[src/hdl/tabulated_inverse_lookup_core_defines.svh]
// ----------------------------------------------------------------------------
// tabulated inverse lookup core defines
// assertion macros shared by the rtl files
// ----------------------------------------------------------------------------
`ifndef TABULATED_INVERSE_LOOKUP_CORE_DEFINES_SVH
`define TABULATED_INVERSE_LOOKUP_CORE_DEFINES_SVH
`ifndef SYNTHESIS
`define TIL_ASSERT(lbl, prop) \
   lbl: assert property (@(posedge clock) disable iff (reset) prop) \
      else $error("%m: check failed");
`define TIL_ASSERT_ALWAYS(lbl, prop) \
   lbl: assert property (@(posedge clock) prop) \
      else $error("%m: check failed");
`else
`define TIL_ASSERT(lbl, prop)
`define TIL_ASSERT_ALWAYS(lbl, prop)
`endif
`endif

[src/hdl/til_pkg.sv]
// ----------------------------------------------------------------------------
// til_pkg
// types and constants of the tabulated inverse lookup core
// ----------------------------------------------------------------------------
`default_nettype none

package til_pkg;

   localparam int DEFAULT_TABLE_DEPTH = 1024;

   localparam int ARG_W     = 32;
   localparam int VAL_W     = 32;
   localparam int CFG_W     = 11;
   localparam int IDX_W     = 10;
   localparam int ENTRY_W   = 4 * ARG_W;
   localparam int FRAC_W    = 16;
   localparam int CURV_SHIFT = 15;

   localparam int MUL_W     = 34;
   localparam int PROD_W    = 2 * MUL_W;
   localparam int TRUNC_W   = 53;
   localparam int YE_W      = 52;
   localparam int XS_W      = 53;

   localparam int DVD_W     = 66;
   localparam int DVS_W     = 32;
   localparam int DIV_STEPS = DVD_W;
   localparam int DIV_CNT_W = $clog2(DIV_STEPS);

   localparam int SQ_IN_W   = 64;
   localparam int SQ_OUT_W  = 32;
   localparam int SQ_REM_W  = 33;
   localparam int SQ_STEPS  = SQ_OUT_W;
   localparam int SQ_CNT_W  = $clog2(SQ_STEPS);

   localparam int CSR_ADDR_W = 3;
   localparam int CSR_DATA_W = 32;
   localparam logic CSR_IDX_ENTRIES = 1'b0;

   localparam logic ACT_LOAD  = 1'b0;
   localparam logic ACT_QUERY = 1'b1;

   typedef enum logic [4:0] {
      S_IDLE, S_PROBE, S_STEP, S_RD_B, S_GOT_B, S_DECIDE, S_GOT_A,
      S_LMUL, S_LDIV, S_LWAIT, S_LFIN, S_QCHK, S_TMUL1, S_TMUL2, S_TSUB,
      S_SQRT, S_SWAIT, S_TDIV, S_TWAIT, S_TFIN, S_QOUT
   } state_type;

   typedef enum logic [4:0] {
      OP_NONE, OP_LOAD, OP_QSTART, OP_PROBE, OP_STEP, OP_RD_B, OP_GOT_B,
      OP_RD_A, OP_GOT_A, OP_LMUL, OP_LDIV, OP_LFIN, OP_TMUL1, OP_TMUL2,
      OP_TSUB, OP_SQRT, OP_TDIV, OP_TFIN
   } dp_op_type;

   typedef enum logic [2:0] {
      EM_NONE, EM_ZERO, EM_XB, EM_DEG, EM_LIN, EM_LIN_ST, EM_QUAD
   } emit_type;

   typedef struct packed {
      dp_op_type op;
      emit_type  emit;
      logic      sel_b;
   } dp_cmd_type;

   typedef struct packed {
      logic search_done;
      logic y_zero;
      logic direct;
      logic den_zero;
      logic quad;
      logic curv_zero;
      logic div_done;
      logic sqrt_done;
   } dp_stat_type;

endpackage

`default_nettype wire

[src/hdl/til_ctrl.sv]
// ----------------------------------------------------------------------------
// til_ctrl
// sequencer for loads, binary search, interpolation and root inversion
// ----------------------------------------------------------------------------
`default_nettype none

module til_ctrl (
   input  logic                  clock,
   input  logic                  reset,
   input  logic                  start,
   input  logic                  action,
   input  til_pkg::dp_stat_type  stat,
   output til_pkg::dp_cmd_type   cmd,
   output logic                  busy
);
   import til_pkg::*;

   `include "tabulated_inverse_lookup_core_defines.svh"

   state_type state_ff, state_in;
   logic      sel_ff, sel_in;

   // next state
   always_comb begin
      state_in = state_ff;
      sel_in   = sel_ff;
      case (state_ff)
         S_IDLE: begin
            if (start && (action == ACT_QUERY)) begin
               state_in = S_PROBE;
            end
         end
         S_PROBE:  state_in = stat.search_done ? S_RD_B : S_STEP;
         S_STEP:   state_in = S_PROBE;
         S_RD_B:   state_in = S_GOT_B;
         S_GOT_B:  state_in = S_DECIDE;
         S_DECIDE: state_in = (stat.y_zero || stat.direct) ? S_IDLE : S_GOT_A;
         S_GOT_A:  state_in = S_LMUL;
         S_LMUL:   state_in = stat.den_zero ? S_IDLE : S_LDIV;
         S_LDIV:   state_in = S_LWAIT;
         S_LWAIT: begin
            if (stat.div_done) begin
               state_in = S_LFIN;
            end
         end
         S_LFIN:   state_in = S_QCHK;
         S_QCHK: begin
            sel_in = 1'b0;
            if (!stat.quad || stat.curv_zero) begin
               state_in = S_IDLE;
            end else begin
               state_in = S_TMUL1;
            end
         end
         S_TMUL1:  state_in = S_TMUL2;
         S_TMUL2:  state_in = S_TSUB;
         S_TSUB:   state_in = S_SQRT;
         S_SQRT:   state_in = S_SWAIT;
         S_SWAIT: begin
            if (stat.sqrt_done) begin
               state_in = S_TDIV;
            end
         end
         S_TDIV:   state_in = S_TWAIT;
         S_TWAIT: begin
            if (stat.div_done) begin
               state_in = S_TFIN;
            end
         end
         S_TFIN: begin
            if (sel_ff) begin
               state_in = S_QOUT;
            end else begin
               sel_in   = 1'b1;
               state_in = S_TMUL1;
            end
         end
         S_QOUT:   state_in = S_IDLE;
         default:  state_in = S_IDLE;
      endcase
   end

   // outputs
   always_comb begin
      cmd.op    = OP_NONE;
      cmd.emit  = EM_NONE;
      cmd.sel_b = sel_ff;
      case (state_ff)
         S_IDLE: begin
            if (start && (action == ACT_LOAD)) begin
               cmd.op   = OP_LOAD;
               cmd.emit = EM_ZERO;
            end else if (start) begin
               cmd.op = OP_QSTART;
            end
         end
         S_PROBE: begin
            if (!stat.search_done) begin
               cmd.op = OP_PROBE;
            end
         end
         S_STEP:  cmd.op = OP_STEP;
         S_RD_B:  cmd.op = OP_RD_B;
         S_GOT_B: cmd.op = OP_GOT_B;
         S_DECIDE: begin
            cmd.op = OP_RD_A;
            if (stat.y_zero) begin
               cmd.emit = EM_ZERO;
            end else if (stat.direct) begin
               cmd.emit = EM_XB;
            end
         end
         S_GOT_A: cmd.op = OP_GOT_A;
         S_LMUL: begin
            if (stat.den_zero) begin
               cmd.emit = EM_DEG;
            end else begin
               cmd.op = OP_LMUL;
            end
         end
         S_LDIV:  cmd.op = OP_LDIV;
         S_LFIN:  cmd.op = OP_LFIN;
         S_QCHK: begin
            if (!stat.quad) begin
               cmd.emit = EM_LIN;
            end else if (stat.curv_zero) begin
               cmd.emit = EM_LIN_ST;
            end
         end
         S_TMUL1: cmd.op = OP_TMUL1;
         S_TMUL2: cmd.op = OP_TMUL2;
         S_TSUB:  cmd.op = OP_TSUB;
         S_SQRT:  cmd.op = OP_SQRT;
         S_TDIV:  cmd.op = OP_TDIV;
         S_TFIN:  cmd.op = OP_TFIN;
         S_QOUT:  cmd.emit = EM_QUAD;
         default: begin
         end
      endcase
   end

   always_ff @(posedge clock) begin
      if (reset) begin
         state_ff <= S_IDLE;
         sel_ff   <= 1'b0;
      end else begin
         state_ff <= state_in;
         sel_ff   <= sel_in;
      end
   end

   assign busy = state_ff != S_IDLE;

   `TIL_ASSERT(a_emit_ends_item, (cmd.emit != EM_NONE) |=> (state_ff == S_IDLE))
   `TIL_ASSERT(a_div_done_waited,
      stat.div_done |-> ((state_ff == S_LWAIT) || (state_ff == S_TWAIT)))
   `TIL_ASSERT(a_sqrt_done_waited, stat.sqrt_done |-> (state_ff == S_SWAIT))

endmodule

`default_nettype wire

[config.mk]
export PLATFORM = sky130hd
export DESIGN_NAME = til_ctrl
export DESIGN_NICKNAME = d
export VERILOG_FILES = /design/src/hdl/til_pkg.sv /design/src/hdl/til_ctrl.sv
export VERILOG_INCLUDE_DIRS = /design/src /design/src/hdl
export SDC_FILE = /design/constraint.sdc
export NUM_CORES = 1
export LEC_CHECK = 0
export BUFFER_PORTS_ARGS = -buffer_cell sky130_fd_sc_hd__buf_2
export CAP_MARGIN = 25
export CORE_UTILIZATION = 45
export CTS_BUF_LIST = sky130_fd_sc_hd__clkbuf_4 sky130_fd_sc_hd__clkbuf_8
export DETAILED_ROUTE_END_ITERATION = 7
export HOLD_SLACK_MARGIN = 0.05
export MAX_ROUTING_LAYER = met4
export PLACE_DENSITY = 0.72
export SLEW_MARGIN = 20
export SYNTH_ARGS = -nofsm -noshare
export SYNTH_HDL_FRONTEND = slang
export SYNTH_SLANG_ARGS = --single-unit
[constraint.sdc]
create_clock -name clock -period 2.45 [get_ports clock]
set_input_delay 0.49 -clock clock [delete_from_list [all_inputs] [get_ports clock]]
set_output_delay 0.49 -clock clock [all_outputs]
set_load 0.005 [all_outputs]
After elaboration in Yosys (flattened, before gate mapping)
Index checks and enable logic that the tools add are counted.
{ "classes": {"n_eq_ne": 24, "reduce_logical": 9, "n_lt_le_gt_ge": 0, "n_mux": 23, "n_bitwise": 1, "div_mod_pow": 0, "n_addsub": 0, "multipliers": 0, "n_shift": 0} }
{ "ops": {"columns": ["operator", "count"], "rows": [
  ["5-bit one-hot mux with 20 select lines", 1],
  ["5-bit one-hot mux with 16 select lines", 1],
  ["5-bit by 4-bit == test with 1-bit output, second input constant", 8],
  ["5-bit == test, second input constant", 5],
  ["5-bit two-way mux", 5],
  ["5-bit by 3-bit == test with 1-bit output, second input constant", 4],
  ["3-bit one-hot mux with 5 select lines", 1],
  ["3-bit two-way mux", 4],
  ["4-bit two-way mux", 3],
  ["5-bit by 2-bit == test with 1-bit output, second input constant", 2],
  ["2-bit two-way mux", 5],
  ["2-bit != test, second input constant", 4],
  ["5-bit by 1-bit == test with 1-bit output, second input constant", 1],
  ["5-bit zero test", 1],
  ["5-bit nonzero test", 1],
  ["4-bit AND reduction", 1],
  ["1-bit logical AND", 2],
  ["1-bit logical OR", 2],
  ["1-bit two-way mux", 2],
  ["1-bit one-hot mux with 2 select lines", 1],
  ["2-bit nonzero test", 1],
  ["1-bit zero test", 1],
  ["1-bit NOT", 1]
]} }
{ "totals": {"mem_count": 0, "inputBits": 12, "mem_bits_ro": 0, "regBits": 6, "word_cells": 59, "mem_bits_rw": 0, "out_inout_bits": 10, "latchBits": 0} }

Logic depth before layout (Yosys ltp)
Gate-level depths: netlist of the first run.
{ "logic_depth": {"depth_word": 4, "depth_mapped": 6, "depth_no_buf": 5} }

Least setup slack after synthesis of the first run
No wires, ideal clock.
{ "synth_timing": {"path_kind": "register to output", "startpoint": "reg state_ff[0]", "endpoint": "out cmd[5] (netlist bit)", "path_slack_ns": 0.799, "t_required_ns": 1.960, "path_buffers": 1, "stages_incl_launch_ff": 7, "arrival_ns": 1.161, "cell_sequence": "dfxtp_1 > buf_2 > inv_2 > or3_1 > o311ai_1 > nand2_1 > a21oi_1"} }
{ "synth_rtl": {"columns": ["element", "line", "text"], "rows": [
  ["from (decl)", "til_ctrl.sv:20", "state_type state_ff, state_in;"],
  ["from (signal assigned)", "til_ctrl.sv:147", "state_ff <= state_in;"],
  ["to (decl)", "til_ctrl.sv:13", "output til_pkg::dp_cmd_type cmd,"]
]} }

==> run summary, run 1 <==
H-tree depth: 1
Vias in the first global route: 625
CP Max Fanout: 12
PD cells: 488.1 nW/um2
Clock Latency Late Sink: 0.24 ns
Total track usage: 24.71%
Crit path required time: 1.96 ns
Syn Area/Cell: 6.572 um2
Root Driver: clkbuf_4
Synth Area in Compound Gates: 29.02%
Outcome: finished clean
Grt total ovfl: 0
DR vias/cell: 6.118
Pin count of the biggest net entering global routing: 16
Buffers on Ports: 21
Inserted Clock Buffers: 3
Number of max-cap violations: 0
Tightest Hold Check Type: input pin to flip-flop
Most frequent cells in the layout: buf_2 (21), nor2_1 (13), nand2_1 (13), a21oi_1 (11), dfxtp_1 (6)
# clock sinks: 6
First-pass GRT wire length: 2739 um
Slew margin rel.: 67.65%
Final WL: 1825 um
Post-synth ARST share: 0%
Synth Area in XOR/XNOR: 1.294%
Critical Path Start Type: flip-flop
Final hold violations: 0
Reg2reg setup slack: 0.76 ns
RSZ-0062 raised after global routing: false
Post-Synthesis Cell Area: 676.9 um2
Die width: 40.79 um
Worst R2R Path Depth: 6
# nets final: 135
Max rail drop VDD: 308.3 uV
Synthesized Nets: 115
Routed WL per cell: 13.42 um
Area grow syn2layout: 17.74%
# diodes: 0
Setup TNS: 0 ns
Crit end category: output port
Number of synthesis warnings: 0
Main combinational cell family by area after synthesis: simple AND/OR/NAND/NOR gates
Most common library cell in the layout ignoring fill and taps: buf_2
Leakage power: 0.3212 nW
Initial Util: 50.14%
Tmin final: 2.252 ns
Top FF cell, synth: dfxtp_1
Drt drc: 0
Initial antenna violation count: 0
Antenna Violating Nets Remaining: 0
Mux share of post-synthesis cell area: 2.957%
Cts repair resizes: 0
Placed cell count: 133
Worst hold endpoint: state_ff[2]
I/O Pins: 22
Hold depth: 2
Layout cells sized above 1: 25.62%
CP arrival: 1.76 ns
Number of buffers added for setup after CTS: 0
Vias after detailed routing: 832
Hold wc startpoint: reset
Library cells used by synthesis: 39
FF-to-FF Start: state_ff[4]
Clk slew on worst S/H paths: 0.04 ns
RePlAce Congestion: 0.8388
Clock skew after layout: 0.003765 ns
Core Util, Final: 59.04%
Sequential fraction of the synthesis area: 17.74%
Post-route clock period utilization: 91.91%
Cells after Synth: 103
Slew Limit Fails: 0
Post-detail-place hpwl: 1355 um
DRT Pass-1 Iters: 4
Adder-cell share of the synthesized area: 0%
Die Area: 1663 um2
Die Ht: 40.79 um
FILL cells: 136
Drt first-iter violations: 38
Post-synth EDFFs: 0
# hold bufs at CTS: 0
Maximum clock frequency: 444.1 MHz
R2R Path End: state_ff[0]
Maximum root-to-sink buffer count: 2
Endpoints failing setup: 0
Kind of critical path: flip-flop to output port
Simple-gate area share of the yosys netlist: 40.11%
Row count: 13
Non-filler instance count after layout: 136
Seq cells post-synth: 6
Core area: 1350 um2
Measured slew at the worst slew-check pin: 0.4846 ns
TritonCTS clock tree: yes
[metrics by stage]
step	hold slack, ns	power (W)	cell area, um2	setup WS [ns]
6_report	0.4887	0.0003890	797.0	0.1982
5_1_grt	0.4888	0.0004201	797.0	0.08040
4_1_cts	0.4849	0.0003891	797.0	0.2223
3_5_place_dp	0.5695	0.0002997	774.5	0.4839
3_3_place_gp	0.5541	0.0002983	774.5	0.4994
2_1_floorplan	0.5256	0.0002466	676.9	0.7994
[how the worst max path moves through the flow]
stage                 from  slack [ns]  depth (start not counted)     end
4_1_cts        state_ff[0]        0.22                          6  cmd[5]
5_1_grt        state_ff[0]        0.08                          6  cmd[5]
2_1_floorplan  state_ff[0]        0.80                          6  cmd[5]
3_5_place_dp   state_ff[0]        0.48                          6  cmd[5]
3_3_place_gp   state_ff[0]        0.50                          6  cmd[5]
6_report       state_ff[0]        0.20                          6  cmd[5]
[cell families (layout without fill, tap and decap cells)]
group                  count (synthesis)  in the layout
flip-flops                             6              6
AND/OR/NAND/NOR                       50             50
XOR/XNOR                               1              1
buffers and inverters                 12             30
AO/OA/AOI/OAI                         32             32
multiplexers                           2              2
[cell usage after synthesis (2+ instances only)]
| cell type | n | share of area, % |
|---|---|---|
| a21oi_1 | 11 | 8.1 |
| a31oi_1 | 2 | 1.8 |
| buf_2 | 6 | 4.4 |
| buf_4 | 2 | 2.2 |
| dfxtp_1 | 6 | 18 |
| inv_1 | 2 | 1.1 |
| mux2i_1 | 2 | 3.0 |
| nand2_1 | 13 | 7.2 |
| nand4_1 | 2 | 1.8 |
| nand4b_1 | 3 | 3.9 |
| nor2_1 | 13 | 7.2 |
| nor2b_1 | 3 | 2.8 |
| nor3_1 | 3 | 2.2 |
| o21ai_0 | 5 | 3.7 |
| o21ai_1 | 4 | 3.0 |
| or3_1 | 2 | 1.8 |
| or4_1 | 2 | 2.2 |
[per-layer routing]
metal / part of all wire [%] / up-vias / track usage, %
met1: 47 / 372 / 32.68
met3: 6.5 / 0 / 1.630
met4: 0 / 0 / 7.500
met2: 47 / 48 / 39.84
li1: - / 412 / -
met5: 0 / - / -
[final cells by class]
cell class	instances	area, um2	area share [%]
clock buffers	3	22.52	2.826
inverters	3	11.26	1.413
multi-input cells	85	496.7	62.32
flip-flops and latches	6	120.1	15.07
well taps	15	18.77	2.355
repair buffers	24	127.6	16.01
[worst max-delay path, stage by stage, from the launching register on]
cell	delay (ns)
dfxtp_1	0.56
inv_2	0.14
or3_1	0.38
o311ai_1	0.09
nand2_1	0.11
a21oi_1	0.13
buf_2	0.12
[power breakdown]
group          switching [W]  leakage (nW)  internal, W
Combinational      0.0000936         0.259    0.0000767
Clock              0.0000315        0.0138    0.0000551
Sequential         0.0000262        0.0489     0.000106
Total               0.000151         0.321     0.000238
[registers in the layout, indices dropped and copies added, names as in the netlist]
signal / flops
sel_ff: 1
state_ff: 5
(Power assumes the default switching activity.)
==> inputs of run 2 (changes only) <==
CAP_MARGIN = unset   (was 25)
clock period = 2.6 ns   (was 2.45 ns; I/O delays follow)
==> run 2 against run 1 <==
  * Non-clock buffer count down 2
  * Via count down 2.4%
  * Clock skew about the same
  * Critical path depth unchanged
  * Highest routed layer is now met4
  * Combinational power down 16%
  * Wire length down 7.6%
  * First-iteration DRC count down 61%
  * Utilization down 1.1 points
  * Sequential share of layout area up 0.29 points
==> run summary, run 2 (synthesis gave the netlist of run 1 again) <==
Outcome: finished clean
Drt first-iter violations: 15
Cts repair resizes: 0
Row count: 13
Comb pwr share: 40.0%
Maximum root-to-sink buffer count: 2
Leakage power: 0.3109 nW
Maximum clock frequency: 422.2 MHz
Endpoints failing setup: 0
Pin count of the biggest net entering global routing: 21
Vias in the first global route: 636
Root Driver: clkbuf_4
Number of buffers added for setup after CTS: 0
Max rail drop VDD: 280.0 uV
Worst R2R Path Depth: 5
Total track usage: 23.64%
Post-detail-place hpwl: 1270 um
Post-route clock period utilization: 91.10%
Die width: 40.79 um
Initial antenna violation count: 0
Switch share: 38.52%
Kind of critical path: flip-flop to output port
Crit end category: output port
Most common library cell in the layout ignoring fill and taps: buf_2
Slew margin rel.: 59.68%
FF-to-FF Start: state_ff[0]
Buf+Inv Stages, Crit Path: 2
Die Area: 1663 um2
Initial Util: 50.14%
# hold bufs at CTS: 0
Final WL: 1686 um
PD cells: 454.8 nW/um2
Buffers on Ports: 21
Final hold violations: 0
Regs by FF count: state_ff x5, sel_ff x1
Max reg flops: 5
# nets final: 133
# diodes: 0
First-pass GRT wire length: 2587 um
Vias after detailed routing: 812
DR vias/cell: 6.060
Tightest Hold Check Type: input pin to flip-flop
I/O Pins: 22
Setup TNS: 0 ns
Sw power: 0.0001370 W
Reg2reg setup slack: 0.95 ns
R2R Path End: state_ff[0]
Grt total ovfl: 0
Clock skew after layout: 0.003914 ns
Multi-input gate area: 496.7 um2
Reg power frac: 37.1%
Inserted Clock Buffers: 3
Crit path cell chain: inv_2, or3_1, o311ai_1, nand2_1, a21oi_1, buf_2
CP Max Fanout: 19
Antenna Violating Nets Remaining: 0
Measured slew at the worst slew-check pin: 0.6039 ns
# clock sinks: 6
Layout cells sized above 1: 24.37%
Top Family by Delay on Critical Path: flip-flops
Most frequent cells in the layout: buf_2 (21), nor2_1 (13), nand2_1 (13), a21oi_1 (11), dfxtp_1 (6)
Critical Path Start Type: flip-flop
Routed WL per cell: 12.58 um
Crit-path max cell delay: 0.70 ns
Tmin final: 2.368 ns
Clk slew on worst S/H paths: 0.04 ns
Stages on worst setup path: 6
CP startpoint: state_ff[0]
Pwr Total: 0.0003557 W
DRT Pass-1 Iters: 4
CP arrival: 1.85 ns
Clock power share: 22.9%
Critical Path End: cmd[5]
Number of max-cap violations: 0
Core area: 1350 um2
Internal: 0.0002187 W
Area grow syn2layout: 15.53%
FILL cells: 143
Slowest CP cell: dfxtp_1
RSZ-0062 raised after global routing: false
RePlAce Congestion: 0.7734
Crit path required time: 2.08 ns
Clock Latency Late Sink: 0.24 ns
Drt drc: 0
H-tree depth: 1
Slew Limit Fails: 0
Top reg by flops: state_ff
TritonCTS clock tree: yes
Register Area: 120.1 um2
Die Ht: 40.79 um
==> run 2: cell types whose count changed in the layout (fill, tap and decap cells not counted), sizes merged <==
cell  before  now
buf       24   22
==> run 2: layer usage <==
layer  vias up  routed length, um  global-route usage, %
li1        412                  -                      -
met4         0                 14                  11.67
met1       370                797                  28.01
met2        28                790                  39.45
met5         -                  0                      -
met3         2                 84                  2.174
==> run 2: worst reg2reg max path: cells and delay by family, from the launching register on <==
kind | cells | cell delay, ns
muxes | 1 | 0.20
DFF | 1 | 0.70
AOI/OAI and AO/OA | 3 | 0.44
and+or+nand+nor | 1 | 0.21
==> run 2: how the worst min path moves through the flow <==
stage | startpoint | end | slack [ns] | cells after the start
final | reset | state_ff[3] | 0.51 | 2
after global routing | reset | state_ff[3] | 0.52 | 2
after CTS | reset | state_ff[3] | 0.51 | 2
after detailed placement | sel_ff | sel_ff | 0.56 | 2
after global placement | sel_ff | sel_ff | 0.55 | 2
after floorplan | sel_ff | sel_ff | 0.53 | 2
==> run 2: through the flow <==
stage | area [um2] | hold WS (ns) | instances | setup WS [ns] | utilization, %
CTS | 782.0 | 0.5103 | 134 | 0.2533 | 57.92
detailed placement | 759.5 | 0.5559 | 131 | 0.5144 | 56.26
floorplan | 676.9 | 0.5256 | 103 | 0.9194 | -
finish | 782.0 | 0.5127 | 134 | 0.2315 | 57.92
global route | 782.0 | 0.5179 | 134 | 0.07815 | 57.92
global placement | 759.5 | 0.5538 | 131 | 0.5273 | 56.26
==> run 2: power groups by stage <==
stage | Sequential [W] | Clock (W) | Combinational [W]
floorplan | 0.000105 | 0 | 0.000127
global placement | 0.000132 | 0 | 0.000141
detailed placement | 0.000132 | 0 | 0.000142
CTS | 0.000130 | 0.0000863 | 0.000143
global route | 0.000135 | 0.0000959 | 0.000163
finish | 0.000132 | 0.0000813 | 0.000142
==> run 2: final cells by class <==
class | count | share of cell area, %
Clock buffer | 3 | 2.880
Inverter | 3 | 1.440
Multi-Input combinational cell | 85 | 63.52
Sequential cell | 6 | 15.36
Tap cell | 15 | 2.400
Timing Repair Buffer | 22 | 14.40
